<file path="src/hdl/vglm_fifo.sv">
// Small first-in first-out queue used between the block's parts.
module vglm_fifo #(
  parameter int W     = 8,
  parameter int DEPTH = 2
) (
  input  logic         clk,
  input  logic         rst,
  input  logic         push,
  input  logic [W-1:0] din,
  output logic         full,
  input  logic         pop,
  output logic [W-1:0] dout,
  output logic         empty
);

  localparam int PTR_W = (DEPTH > 1) ? $clog2(DEPTH) : 1;
  localparam int CNT_W = $clog2(DEPTH + 1);

  logic [W-1:0]     mem [DEPTH];
  logic [PTR_W-1:0] wr_ptr;
  logic [PTR_W-1:0] rd_ptr;
  logic [CNT_W-1:0] count;
  logic             do_push;
  logic             do_pop;

  assign full    = (count == CNT_W'(DEPTH));
  assign empty   = (count == '0);
  assign do_push = push && !full;
  assign do_pop  = pop && !empty;
  assign dout    = mem[rd_ptr];

  // Store incoming transfer
  always_ff @(posedge clk) begin
    if (do_push) begin
      mem[wr_ptr] <= din;
    end
  end

  // Advance pointers and track occupancy
  always_ff @(posedge clk) begin
    if (rst) begin
      wr_ptr <= '0;
      rd_ptr <= '0;
      count  <= '0;
    end else begin
      if (do_push) begin
        wr_ptr <= (wr_ptr == PTR_W'(DEPTH - 1)) ? '0 : wr_ptr + 1'b1;
      end
      if (do_pop) begin
        rd_ptr <= (rd_ptr == PTR_W'(DEPTH - 1)) ? '0 : rd_ptr + 1'b1;
      end
      if (do_push && !do_pop) begin
        count <= count + 1'b1;
      end else if (do_pop && !do_push) begin
        count <= count - 1'b1;
      end
    end
  end

  a_count_bound: assert property (@(posedge clk) disable iff (rst)
    count <= CNT_W'(DEPTH))
    else $error("queue occupancy above depth");

  a_pop_drains: assert property (@(posedge clk) disable iff (rst)
    (do_pop && !do_push) |=> (count == $past(count) - CNT_W'(1)))
    else $error("queue pop did not lower occupancy");

endmodule

</file>
<file path="config.mk">
export PLATFORM = sky130hd
export DESIGN_NAME = vglm_fifo
export DESIGN_NICKNAME = d
export VERILOG_FILES = /design/src/hdl/vglm_fifo.sv
export SDC_FILE = /design/constraint.sdc
export NUM_CORES = 1
export LEC_CHECK = 0
export BUFFER_PORTS_ARGS = -buffer_cell sky130_fd_sc_hd__buf_2
export CORE_MARGIN = 3
export CORE_UTILIZATION = 48
export DETAILED_ROUTE_END_ITERATION = 7
export PLACE_DENSITY = 0.85
export SETUP_SLACK_MARGIN = 0.3
export SYNTH_ARGS = -nofsm -noshare
export SYNTH_HDL_FRONTEND = slang
export SYNTH_SLANG_ARGS = --single-unit
</file>
<file path="constraint.sdc">
create_clock -name clk -period 1.9 [get_ports clk]
set_input_delay 0.19 -clock clk [delete_from_list [all_inputs] [get_ports clk]]
set_output_delay 0.19 -clock clk [all_outputs]
set_load 0.01 [all_outputs]
</file>
# Word level (Yosys, flattened, before mapping)
# Memory sizes are Yosys's and may differ from the RTL's. A register that Yosys moved wholly into a read port is not among the register bits.
# Cells that the tools add are included.
# W data, S select, Z words.
# totals
ff_bits	4
mem_bits_rw	16
in_bits	12
output_inout_bits	10
n_memories	1
# op_classes
n_addsub	4
eq_ne	1
mux	8
reduce_logical	10
# mem_list
memory	words	word_bits	read_ports	rd_clocked_by_memory_dff	write_ports	line_no	rtl
mem	2	8	1	1	1	19	logic [W-1:0] mem [DEPTH];
# ops
cell	n
$mux W1	6
$logic_and A1 B1 Y1	4
$logic_not A1 Y1	4
$mux W2	2
$add A1 B1 Y1 const B	2
$add A2 B1 Y2 const B	1
$eq A2 B2 Y1 const B	1
$logic_not A2 Y1	1
$reduce_bool A2 Y1	1
$sub A2 B1 Y2 const B	1

# Longest topological paths before layout
# logic_depth
depth_word	7
mapped_depth	6
ltp_nobuf	6

# Least setup slack after synthesis
# No wires, ideal clock.
# synth_timing
path_type	reg2reg
startpoint	register count[1]
endpoint	register count[1]
setup_time_ps	70
arrival_time_ps	1422
path_slack_ps	408
stages_incl_launch_ff	6
synth_period_minus_slack_ps	1492
path_cell_list	dfxtp_1 nor2b_2 nor2_1 ha_1 or3_1 a21oi_1
# synth_via
elab_chain_cells	6
elab_cells_between_ends	15
# synth_rtl
element	line_no	rtl
from (decl)	22	logic [CNT_W-1:0] count;
from (signal assigned)	53	count <= count + 1'b1;
from (signal assigned)	55	count <= count - 1'b1;
$eq A2 B2 Y1 *	26	assign full = (count == CNT_W'(DEPTH));
via full	10	output logic full,
$logic_not A1 Y1 *	28	assign do_push = push && !full;
$logic_and A1 B1 Y1 *	28	
$logic_not A1 Y1	54	end else if (do_pop && !do_push) begin
$logic_and A1 B1 Y1	54	
$reduce_bool A2 Y1 (no source line)	n/a	
# Mark *: on every way through the listed nets, which the timed path passes. The rest lies on a longest branch. The select of a mux whose other input is x is not followed.
# A chain may end at the register's enable or synchronous reset.

# Worst setup path in the final report
# layout_timing
startpoint	register count[1]
endpoint	register count[1]
# layout_via
elab_chain_cells	6
elab_cells_between_ends	15
# layout_rtl
element	line_no
$eq A2 B2 Y1 / $logic_not A2 Y1 (equally long branches)	26, 27
$logic_not A1 Y1 (on tied branches)	28, 29
$logic_and A1 B1 Y1 (on tied branches)	28, 29
$logic_not A1 Y1 (on tied branches)	54, 52
$logic_and A1 B1 Y1 (on tied branches)	54, 52
$reduce_bool A2 Y1 (no source line) / $mux W2 (equally long branches)	n/a
# Several ways; a longest one is shown, not always the timed one. The select of a mux whose other input is x is not followed.

==> impl_summary.log <==
INFO  metric r2r_setup_slack = 0.35 ns
INFO  metric final.setup.worst_slack = about 0.35 ns
INFO  metric postRouteAntennaNets = 0
INFO  metric post_synth.cell_area_avg = 15.87 um^2
INFO  metric clock_latency = 0.30 ns
INFO  metric highest_net_fanout_along_the_worst_path = 5
INFO  metric max_freq = 0.6438 GHz
INFO  metric max_slew.worst_pin.slew = 0.3790 ns
INFO  metric ios = 22
INFO  metric timing.final.max_slew_violations = 0
INFO  metric period_share = 0.8175
INFO  metric die_width = between 40 and 50 um
INFO  metric fin_area = 947.2 um^2
INFO  metric dpl.cell_count = 86
INFO  metric postSynthRegisterBits = 21
INFO  metric clock_sinks = 21
INFO  metric number_of_antenna_repair_diodes = 0
INFO  metric first_global_vias = roughly 460
INFO  metric top_usage_layer = met2
INFO  metric r2r_cell_count = 5
INFO  metric synthMuxAreaShare = 0.1136
INFO  metric critPathArrivalTime = 1.80 ns
INFO  metric initial_utilization = 0.5205
INFO  metric area.growth.synth_to_final = 19.40%
INFO  metric power.static_leakage = around 0.38 nW
INFO  metric first_pass_grt_wire_length = around 1.8 mm
INFO  metric setup.worst_path.start_class = flop
INFO  metric synth-warning-count = 0
INFO  metric post_synth_xor_area_fraction = 0.03312
INFO  metric gr-total-overflow = 0
INFO  metric placement.cell_area = 913.4 um^2
INFO  metric slew_headroom = 0.7473
INFO  metric finalWorstPathRequiredPeriod = ~1.6 ns
INFO  metric multi_input_gate_area_in_the_final_layout = 205.2 um^2
INFO  metric synth-adder-area-share = 0.01577
INFO  metric clock-root-buffer = sky130_fd_sc_hd__clkbuf_4
INFO  metric holdPathEnd = mem[0][7]$_DFFE_PP_
INFO  metric fp.dieArea = ~0.0022 mm^2
INFO  metric synth_top_family_by_area = multiplexers
INFO  metric drive_above_1_share = 0.4730
INFO  metric dp_hpwl = 954.7 um
INFO  metric drt_first_iter_violations = 8
INFO  metric detail_route.wl_per_cell = 14.14 um
INFO  metric port_buffers = 21
INFO  metric wirelength = 1.273 mm
INFO  metric postSynthCellCount = 50
INFO  metric vdd_drop_max = 840.2 uV
INFO  metric sort_of_element_at_the_end_of_the_critical_path = flop
INFO  metric synth_nets = 63
INFO  metric outcome = complete, no violations
INFO  metric synth_cell_types = 13
INFO  metric fin_setup_tns = 0 ns
INFO  metric drv_cap = 0
INFO  metric number_of_antenna_violations_at_the_first_check_in_global_routing = 0
INFO  metric core-area = 0.001524 mm^2
INFO  metric maximum_buffer_depth_of_the_clock_tree = 2
INFO  metric drc_errors = 0
INFO  metric synth-seq-area-share = 0.7319
INFO  metric setup_violations = 0
INFO  metric ctsHoldBuffers = 0
INFO  metric cts_inserted_buffers = 3
INFO  metric nNetsFinal = slightly below 90
INFO  metric grt_use_met1 = 0.1191
INFO  metric rsz_0062_raised_after_global_routing = yes
INFO  metric layout.filler_cells = between 100 and 150
INFO  metric post_cts_clock_slew_at_the_launch_and_capture_registers_of_the_worst_setup_and_hold_paths = 0.11 ns
INFO  metric area.sequential = slightly below 600 um^2
INFO  metric timing.hold.worst.class = input port to flop
INFO  metric die_h = roughly 47 um
INFO  metric worst_ep_required_time = 2.14 ns
INFO  metric power.density = 1303 mW/mm^2
INFO  metric grt_util_met3 = 0.04297
INFO  metric dr_vias = 476
INFO  metric worst_hold_path.num_cells = 1
INFO  metric synth_simple_gate_area_frac = 0.05836
INFO  metric cts_htree_levels = 1
INFO  metric groute.usage.overall = 0.1227
INFO  metric fin_hold_ws = approximately 0.071 ns
INFO  metric drt-vias-per-instance = 5.289
INFO  metric tritoncts = yes
INFO  metric r2r-end = count[1]$_SDFFE_PP0P_
INFO  metric largest_net_degree_at_the_start_of_global_routing = 12
INFO  metric regToRegStartpoint = count[1]$_SDFFE_PP0P_
INFO  metric rows = 14
INFO  metric synth.cell_area = 793.3 um^2
INFO  metric dp_worst_setup_slack = between 0.3 and 0.4 ns
INFO  metric groute.layer.met2.usage = 0.2308
INFO  metric synth-compound-area-share = 0.03155
INFO  metric worst-setup-path-type = flop to flop
INFO  metric finalClockSkew = 0.002757 ns
INFO  metric final_hold_viol_count = 0
INFO  metric hold_path.startpoint = din[7]
INFO  metric final-instance-count-excl-fill = 90
INFO  metric dr.pass1.iters = 4
INFO  metric globalplace.congestion = 0.7085
-- metal layers --
metal | wire [um] | part of all wire
met1 | 466 | 0.37
met2 | 697 | 0.55
met3 | 90 | 0.071
met4 | 19 | 0.015
met5 | 0 | 0
-- kinds of logic (layout without fill, tap and decap cells) --
family | count (synthesis) | after routing
flops | 21 | 21
simple gates | 9 | 9
mux | 8 | 8
compound gates | 5 | 5
xor+xnor | 3 | 3
buf+inv | 3 | 27
fa+ha+maj | 1 | 1
-- layout make-up --
class / instances / area share
Inverter: 2 / 0.007926
Multi-Input combinational cell: 26 / 0.2166
Sequential cell: 21 / 0.6156
Tap cell: 16 / 0.02114
Timing Repair Buffer: 21 / 0.1110
Clock buffer: 4 / 0.02774
-- how the worst max path moves through the flow --
stage                                      from                    end  slack, ns
after floorplan           count[1]$_SDFFE_PP0P_  count[1]$_SDFFE_PP0P_       0.41
after global placement    count[0]$_SDFFE_PP0P_  count[1]$_SDFFE_PP0P_       0.41
after detailed placement  count[1]$_SDFFE_PP0P_  count[1]$_SDFFE_PP0P_       0.34
after CTS                 count[1]$_SDFFE_PP0P_  count[1]$_SDFFE_PP0P_       0.31
after global routing      count[1]$_SDFFE_PP0P_  count[1]$_SDFFE_PP0P_       0.28
final                     count[1]$_SDFFE_PP0P_  count[1]$_SDFFE_PP0P_       0.35
-- power breakdown --
part,total (W),switching (W),internal [W],leakage [nW]
sequential,0.000658,0.0000678,0.000590,0.191
combinational,0.000369,0.000182,0.000187,0.174
clock,0.000207,0.000125,0.0000818,0.0150
-- placed cells by master (no fill, tap or decap), drive strengths merged --
master	netlist	final
clkbuf	0	4
nor2b	1	1
inv	2	2
buf	1	21
o21ai	3	3
xor2	3	3
or3	2	2
nor2	5	5
a21oi	2	2
mux2	8	8
edfxtp	16	16
dfxtp	5	5
ha	1	1
and2	1	1
-- through the flow --
stage | util | total power, W
finish | 0.6215 | 0.001235
global route | 0.6215 | 0.001301
CTS | 0.6166 | 0.001227
detailed placement | 0.5993 | 0.001026
global placement | 0.5993 | 0.001003
floorplan | - | 0.0008957
-- registers in the layout (all words and copies together), names as in the netlist, named ones only --
name and count:
wr_ptr 1, mem 16, count 2, rd_ptr 1
-- timing repair --
action / CTS / global route
hold endpoints to repair: 0 / 0
setup buffers: 0 / 0
resized for setup: 0 / 4
setup endpoints to repair: 0 / 9
-- synthesized netlist by cell type, drive strengths merged --
master	number	area, um^2
o21ai	3	15.01
or3	2	12.51
xor2	3	26.28
inv	2	7.510
nor2	5	18.77
edfxtp	16	480.5
and2	1	6.260
a21oi	2	10.01
dfxtp	5	100.1
mux2	8	90.09
buf	1	5.000
ha	1	12.51
nor2b	1	8.760
-- critical path, stage by stage, from the launching register on --
cell and delay (ns):
sky130_fd_sc_hd__dfxtp_1 0.41, sky130_fd_sc_hd__nor2b_4 0.20, sky130_fd_sc_hd__nor2_1 0.07, sky130_fd_sc_hd__ha_1 0.31, sky130_fd_sc_hd__or3_1 0.38, sky130_fd_sc_hd__a21oi_1 0.13
Power figures use the tool's default switching activity.
