### config.mk
export PLATFORM = sky130hd
export DESIGN_NAME = vglm_front
export DESIGN_NICKNAME = d
export VERILOG_FILES = /design/src/hdl/vglm_pkg.sv /design/src/hdl/vglm_front.sv
export SDC_FILE = /design/constraint.sdc
export NUM_CORES = 1
export LEC_CHECK = 0
export BUFFER_PORTS_ARGS = -buffer_cell sky130_fd_sc_hd__buf_2
export CAP_MARGIN = 20
export CELL_PAD_IN_SITES_DETAIL_PLACEMENT = 1
export CELL_PAD_IN_SITES_GLOBAL_PLACEMENT = 2
export CORE_UTILIZATION = 36
export CTS_CLUSTER_DIAMETER = 120
export CTS_CLUSTER_SIZE = 40
export DETAILED_ROUTE_END_ITERATION = 8
export HOLD_SLACK_MARGIN = 0.02
export PLACE_DENSITY = 0.76
export SKIP_CTS_REPAIR_TIMING = 1
export SYNTH_ARGS = -nofsm -noshare
export SYNTH_HDL_FRONTEND = slang
export SYNTH_SLANG_ARGS = --single-unit
### constraint.sdc
create_clock -name clk -period 5.9 [get_ports clk]
set_input_delay 0.295 -clock clk [delete_from_list [all_inputs] [get_ports clk]]
set_output_delay 0.295 -clock clk [all_outputs]
set_load 0.02 [all_outputs]
### src/hdl/vglm_pkg.sv
// Shared types and constants for the voice gain, low-pass and mix block.
package vglm_pkg;

  localparam int SAMPLE_W = 16;
  localparam int GAIN_W   = 16;
  localparam int ALPHA_W  = 16;
  localparam int SCALED_W = 33;  // sample * gain, exact
  localparam int STATE_W  = 34;  // filter state per voice
  localparam int MIX_W    = 40;  // frame accumulators
  localparam int VOICE_W  = 4;

  // Default configuration of the block
  localparam int DEF_VOICES = 16;
  localparam int CMD_DEPTH  = 2;
  localparam int RES_DEPTH  = 2;

  // Coefficient at or above this value bypasses the filter
  localparam logic [ALPHA_W-1:0] BYPASS_ALPHA = 16'd32736;

  // Configuration register indexes and reset values
  localparam logic REG_OUTPUT_GAIN = 1'b0;
  localparam logic [GAIN_W-1:0] OUT_GAIN_RESET = 16'd4096;

  // Accumulator limits
  localparam logic signed [MIX_W-1:0] MIX_MAX = {1'b0, {(MIX_W-1){1'b1}}};
  localparam logic signed [MIX_W-1:0] MIX_MIN = {1'b1, {(MIX_W-1){1'b0}}};

  // One classified and scaled voice item, front to back
  typedef struct packed {
    logic [VOICE_W-1:0]         voice;
    logic                       touch;      // voice in range, state is written
    logic                       clear;      // start from a cleared state
    logic                       mix_en;     // filter output goes into the mix
    logic                       bypass;
    logic [ALPHA_W-1:0]         alpha;
    logic signed [SCALED_W-1:0] xl;
    logic signed [SCALED_W-1:0] xr;
    logic                       frame_end;
  } cmd_t;

  // One finished output frame
  typedef struct packed {
    logic signed [SAMPLE_W-1:0] out_left;
    logic signed [SAMPLE_W-1:0] out_right;
    logic                       clipped;
  } res_t;

endpackage

### src/hdl/vglm_front.sv
// Front end: accepts voice items, classifies them and scales samples by gain.
module vglm_front #(
  parameter int VOICES = vglm_pkg::DEF_VOICES
) (
  input  logic                                 clk,
  input  logic                                 rst,
  input  logic                                 push,
  output logic                                 full,
  input  logic [vglm_pkg::VOICE_W-1:0]         voice,
  input  logic signed [vglm_pkg::SAMPLE_W-1:0] sample_left,
  input  logic signed [vglm_pkg::SAMPLE_W-1:0] sample_right,
  input  logic [vglm_pkg::GAIN_W-1:0]          gain_left,
  input  logic [vglm_pkg::GAIN_W-1:0]          gain_right,
  input  logic [vglm_pkg::ALPHA_W-1:0]         alpha,
  input  logic                                 restart,
  input  logic                                 skip,
  input  logic                                 frame_end,
  output logic                                 cmd_push,
  output vglm_pkg::cmd_t                       cmd,
  input  logic                                 cmd_full
);
  import vglm_pkg::*;

  localparam logic [8:0] VOICES_L = 9'(VOICES);

  logic stage_valid;
  logic accept;
  logic in_range;
  cmd_t cmd_in;

  assign full     = stage_valid && cmd_full;
  assign accept   = push && !full;
  assign cmd_push = stage_valid;
  assign in_range = ({5'd0, voice} < VOICES_L);

  // Classify the item and scale both channels
  always_comb begin
    cmd_in.voice     = voice;
    cmd_in.touch     = in_range && (restart || !skip);
    cmd_in.clear     = restart;
    cmd_in.mix_en    = in_range && !skip;
    cmd_in.bypass    = (alpha >= BYPASS_ALPHA);
    cmd_in.alpha     = alpha;
    cmd_in.xl        = sample_left * $signed({1'b0, gain_left});
    cmd_in.xr        = sample_right * $signed({1'b0, gain_right});
    cmd_in.frame_end = frame_end;
  end

  // Hold the classified item until the queue takes it
  always_ff @(posedge clk) begin
    if (accept) begin
      cmd <= cmd_in;
    end
  end

  always_ff @(posedge clk) begin
    if (rst) begin
      stage_valid <= 1'b0;
    end else if (accept) begin
      stage_valid <= 1'b1;
    end else if (!cmd_full) begin
      stage_valid <= 1'b0;
    end
  end

  a_stall_holds: assert property (@(posedge clk) disable iff (rst)
    (stage_valid && cmd_full) |=> (stage_valid && $stable(cmd)))
    else $error("stalled front item was lost or changed");

endmodule

======== Word level (Yosys, flattened, before mapping) ========
Index checks and enable logic that the tools add are counted.
W data, S select, Z words.
storage, ports and cells
  bits in registers ....................... 92
  output and inout bits ................... 93
operators by class
  $mul .................................... 2
  magnitude comparators ................... 1
  eq/ne operators ......................... 1
  muxes and demuxes ....................... 2
  reductions and logical operators ........ 5
operator list
  kind                    number
  $mul A16 B17 Y33        2
  $ge A16 B15 Y1 const B  1
  $logic_and A1 B1 Y1     2
  $logic_not A1 Y1        2
  $mux W1                 2
  $ne A2 B1 Y1 const B    1
  $logic_or A1 B1 Y1      1

======== Depth between registers and ports, before layout ========
  word-level depth ........................ 4
  mapped depth ............................ 24
  mapped depth without buffers ............ 22

======== Least setup slack after synthesis ========
No wires, ideal clock.
  path kind ............................... input -> register
  start point ............................. input sample_right[1] (netlist name)
  end point ............................... register cmd[30] (netlist name), data pin
  arrival time ............................ 5.437 ns
  slack ................................... 0.195 ns
  stages .................................. 20
  path buffers ............................ 1
  cell sequence ........................... clkbuf_1 > nand2_1 > fa_1 > fa_1 > fa_1 > fa_1 > inv_1 > fa_1 > inv_1 > fa_1 > inv_1 > ha_1 > nand3_1 > a21oi_1 > o21ai_2 > a31oi_1 > a311oi_2 > o22ai_1 > mux2i_1 > o311ai_1
RTL lines
  what                    RTL line          source
  start: declaration      vglm_front.sv:11  input logic signed [vglm_pkg::SAMPLE_W-1:0] sample_right,
  end signal: assignment  vglm_front.sv:52  cmd <= cmd_in;
  end: declaration        vglm_front.sv:19  output vglm_pkg::cmd_t cmd,

==> run_summary.xml <==
<?xml version="1.0" encoding="UTF-8"?>
<metrics>
  <group name="global_route">
    <metric name="grt_use_total" unit="%">20.90</metric>
    <metric name="grt_pass1_wl" unit="um">94320</metric>
    <metric name="grt_pass1_vias" unit="">17527</metric>
    <metric name="grt_start_max_net_pins" unit="">56</metric>
    <metric name="antenna_found_initial" unit="">0</metric>
    <metric name="grt-ovfl-total" unit="">0</metric>
  </group>
  <group name="critical_path">
    <metric name="path_depth_of_the_worst_reg2reg_path" unit="">4</metric>
    <metric name="timing.rr.end" unit="">cmd[58]</metric>
    <metric name="crit_family" unit="">adder cells</metric>
    <metric name="setup_crit_path_kind" unit="">input port to register</metric>
    <metric name="crit_buf_inv" unit="">6</metric>
    <metric name="timing.critical_path.fanout_max" unit="">8</metric>
    <metric name="critical_path_required" unit="ns">6.03</metric>
    <metric name="critPathLaunchType" unit="">input port</metric>
    <metric name="crit_end" unit="">cmd[64]</metric>
    <metric name="slack_of_the_worst_reg_to_reg_path" unit="ns">3.70</metric>
    <metric name="worstSetupPathDepth" unit="">21</metric>
    <metric name="cpPeakStageDelay" unit="ns">0.59</metric>
    <metric name="startpoint" unit="">gain_left[10]</metric>
    <metric name="critical_path.endpoint_type" unit="">register</metric>
    <metric name="critical-path-slowest-cell" unit="">sky130_fd_sc_hd__fa_1</metric>
    <metric name="crit_top_cell" unit="">sky130_fd_sc_hd__fa_1</metric>
    <metric name="arrival" unit="ns">5.75</metric>
    <metric name="regToRegStartpoint" unit="">cmd_push</metric>
    <metric name="list_of_cells_traversed_by_the_critical_path" unit="">buf_2, nand2_1, fa_1, fa_1, fa_1, fa_1, inv_1, fa_1, inv_1, fa_1, inv_1, ha_1, buf_4, nand4_1, a21oi_1, buf_4, o31a_1, a21oi_2, o21ai_1, o221ai_1, xnor2_1</metric>
  </group>
  <group name="floorplan">
    <metric name="core_region_area" unit="um2">56390</metric>
    <metric name="placementRows" unit="">87</metric>
    <metric name="initial_utilization" unit="%">36.50</metric>
    <metric name="fp.dieW" unit="um">241.1</metric>
    <metric name="die_height" unit="um">241.1</metric>
    <metric name="io_pins" unit="">184</metric>
    <metric name="die_area" unit="um2">58120</metric>
  </group>
  <group name="yosys">
    <metric name="yosys_warnings" unit="">0</metric>
    <metric name="post_synth_edffs" unit="">91</metric>
    <metric name="post_synthesis_mean_instance_area" unit="um2">9.492</metric>
    <metric name="syn_area" unit="um2">20580</metric>
    <metric name="synth-seq-cells" unit="">92</metric>
    <metric name="seq_area_frac_synth" unit="%">13.38</metric>
    <metric name="syn-num-nets" unit="">2891</metric>
    <metric name="synth_top_flop_cell" unit="">sky130_fd_sc_hd__edfxtp_1</metric>
    <metric name="synth_cells" unit="">2168</metric>
    <metric name="netlist-cell-type-count" unit="">57</metric>
    <metric name="async_reset_ff_share" unit="%">0</metric>
  </group>
  <group name="cells_and_area">
    <metric name="antenna_cells" unit="">0</metric>
    <metric name="layout.filler_cells" unit="">6599</metric>
    <metric name="register_area" unit="um2">2753</metric>
    <metric name="design.final.nets" unit="">3179</metric>
    <metric name="multi_input_area" unit="um2">15610</metric>
    <metric name="post_route_cells_drive_above_1_share" unit="%">15.81</metric>
    <metric name="fin_cells" unit="">3217</metric>
    <metric name="finished_layout_cell_area" unit="um2">23830</metric>
    <metric name="layout-area-overhead-vs-synth" unit="%">15.81</metric>
  </group>
  <group name="run">
    <metric name="maxCapViolations" unit="">0</metric>
  </group>
  <group name="route">
    <metric name="route.final.wire_length" unit="um">56890</metric>
    <metric name="firstDrtPassIters" unit="">4</metric>
    <metric name="num_vias" unit="">15322</metric>
    <metric name="ant_nets" unit="">0</metric>
    <metric name="vias_per_cell" unit="">4.763</metric>
    <metric name="drtIter0Drc" unit="">584</metric>
    <metric name="routedWlPerCell" unit="um">17.68</metric>
    <metric name="post-route-drc-count" unit="">0</metric>
  </group>
  <group name="clock_tree">
    <metric name="worst_setup_hold_path_clk_slew" unit="ns">0.08</metric>
    <metric name="root_buffer" unit="">sky130_fd_sc_hd__clkbuf_16</metric>
    <metric name="cts-root-to-sink-buffers" unit="">2</metric>
    <metric name="ctsHtreeMaxLevel" unit="">3</metric>
    <metric name="clock_latency" unit="ns">0.38</metric>
    <metric name="tritoncts_num_sinks" unit="">92</metric>
    <metric name="cts_made_buffers" unit="">9</metric>
    <metric name="tritoncts" unit="">done</metric>
  </group>
  <group name="sta">
    <metric name="timing.final.crit_share" unit="%">95.22</metric>
    <metric name="maxSlewViolCount" unit="">0</metric>
    <metric name="finClkSkew" unit="ns">0.009176</metric>
    <metric name="post-route-min-period" unit="ns">5.618</metric>
    <metric name="count_of_endpoints_failing_hold_in_the_final_timing_report" unit="">0</metric>
    <metric name="timing.final.ws_setup" unit="ns">0.2821</metric>
    <metric name="timing.max_slew.rel_slack" unit="%">45.93</metric>
    <metric name="grt_setup_unrepaired" unit="">false</metric>
    <metric name="fin_setup_tns" unit="ns">0</metric>
    <metric name="fmax" unit="GHz">0.1780</metric>
    <metric name="tightestPinTransition" unit="ns">0.8111</metric>
    <metric name="setup-violations-final" unit="">0</metric>
  </group>
  <group name="placement">
    <metric name="i_o_buffers" unit="">183</metric>
    <metric name="gp_congestion" unit="">0.8441</metric>
    <metric name="placement.cell_area" unit="um2">23510</metric>
    <metric name="post-dp-hpwl" unit="um">50550</metric>
    <metric name="place.detailed.instances" unit="">3201</metric>
    <metric name="placement.setup.worst_slack" unit="ns">-0.1731</metric>
  </group>
  <group name="hold_path">
    <metric name="min_path_cells" unit="">2</metric>
    <metric name="holdCritPathClass" unit="">input port to register</metric>
  </group>
  <group name="status">
    <metric name="run_status" unit="">finished clean</metric>
  </group>
</metrics>
[cell type report]
class / count / share of cell area (%)
repair buffers: 351 / 9.461
multi-input cells: 1480 / 65.48
flip-flops and latches: 92 / 11.55
inverters: 522 / 8.222
well taps: 756 / 3.969
clock inverters: 7 / 0.3728
clock buffers: 9 / 0.9450
[cells by family (layout without fill, tap and decap cells)]
| family | Yosys count | in the layout | share of synthesized area [%] |
|---|---|---|---|
| mux | 1 | 1 | 0.04864 |
| flops | 92 | 92 | 13.38 |
| xor+xnor | 60 | 60 | 2.554 |
| compound gates | 180 | 180 | 5.965 |
| simple gates | 607 | 607 | 14.60 |
| fa+ha+maj | 632 | 632 | 52.58 |
| buf+inv | 596 | 889 | 10.88 |
[cell usage in the layout, fill, tap and decap left out, types with 7 or more instances in the layout]
cell type / instances
sky130_fd_sc_hd__ha_1: 244
sky130_fd_sc_hd__nor2_1: 43
sky130_fd_sc_hd__nand4_1: 12
sky130_fd_sc_hd__a21o_1: 30
sky130_fd_sc_hd__xnor2_1: 44
sky130_fd_sc_hd__a21oi_1: 61
sky130_fd_sc_hd__xor2_1: 16
sky130_fd_sc_hd__and2_1: 242
sky130_fd_sc_hd__clkbuf_16: 9
sky130_fd_sc_hd__o21ai_1: 10
sky130_fd_sc_hd__o21ai_0: 13
sky130_fd_sc_hd__buf_2: 182
sky130_fd_sc_hd__fa_1: 388
sky130_fd_sc_hd__nand3_1: 10
sky130_fd_sc_hd__edfxtp_1: 91
sky130_fd_sc_hd__nand2_1: 268
sky130_fd_sc_hd__a211oi_1: 7
sky130_fd_sc_hd__buf_4: 162
sky130_fd_sc_hd__nand2b_1: 18
sky130_fd_sc_hd__inv_1: 521
[registers in the layout, summed over array words and instances, names as in the netlist]
| signal | cells |
|---|---|
| cmd | 91 |
| cmd_push | 1 |
[synth_stat cells (18+ instances only)]
library cell | count | share of area (%)
sky130_fd_sc_hd__ha_1 | 244 | 15
sky130_fd_sc_hd__inv_1 | 521 | 9.5
sky130_fd_sc_hd__a21o_1 | 30 | 1.1
sky130_fd_sc_hd__clkbuf_1 | 72 | 1.3
sky130_fd_sc_hd__edfxtp_1 | 91 | 13
sky130_fd_sc_hd__nand2b_1 | 18 | 0.55
sky130_fd_sc_hd__nand2_1 | 268 | 4.9
sky130_fd_sc_hd__and2_1 | 242 | 7.4
sky130_fd_sc_hd__xnor2_1 | 44 | 1.9
sky130_fd_sc_hd__nor2_1 | 43 | 0.78
sky130_fd_sc_hd__fa_1 | 388 | 38
sky130_fd_sc_hd__a21oi_1 | 61 | 1.5
[per-stage QoR]
stage	hold slack (ns)	util [%]
after floorplan	0.3674	-
after CTS	0.05664	42.24
after global placement	0.4728	41.69
after global routing	0.05595	42.26
final	0.06838	42.26
after detailed placement	0.4741	41.69
[worst min path at each step]
stage                        start        to  slack [ns]
after global placement    voice[1]   cmd[88]        0.47
after global routing           rst  cmd_push        0.06
after CTS                      rst  cmd_push        0.06
after floorplan                rst  cmd_push        0.37
final                          rst  cmd_push        0.07
after detailed placement  voice[2]   cmd[89]        0.47
[worst reg2reg max path, cell delays in order (launching register included)]
cell and delay [ns]:
sky130_fd_sc_hd__dfxtp_1 0.31, sky130_fd_sc_hd__and2_1 0.18, sky130_fd_sc_hd__nor2b_4 0.11, sky130_fd_sc_hd__buf_4 0.44, sky130_fd_sc_hd__buf_4 0.73
[routing by layer]
layer / routed length, um / track usage, %
met1: 27360 / 29.36
met2: 27080 / 35.01
met3: 1836 / 2.608
met4: 614 / 3.069
met5: 0 / 0
Power is left out: the tool's default activity adds up to more than one toggle a clock period on the data nets, which glitch-free logic cannot reach.
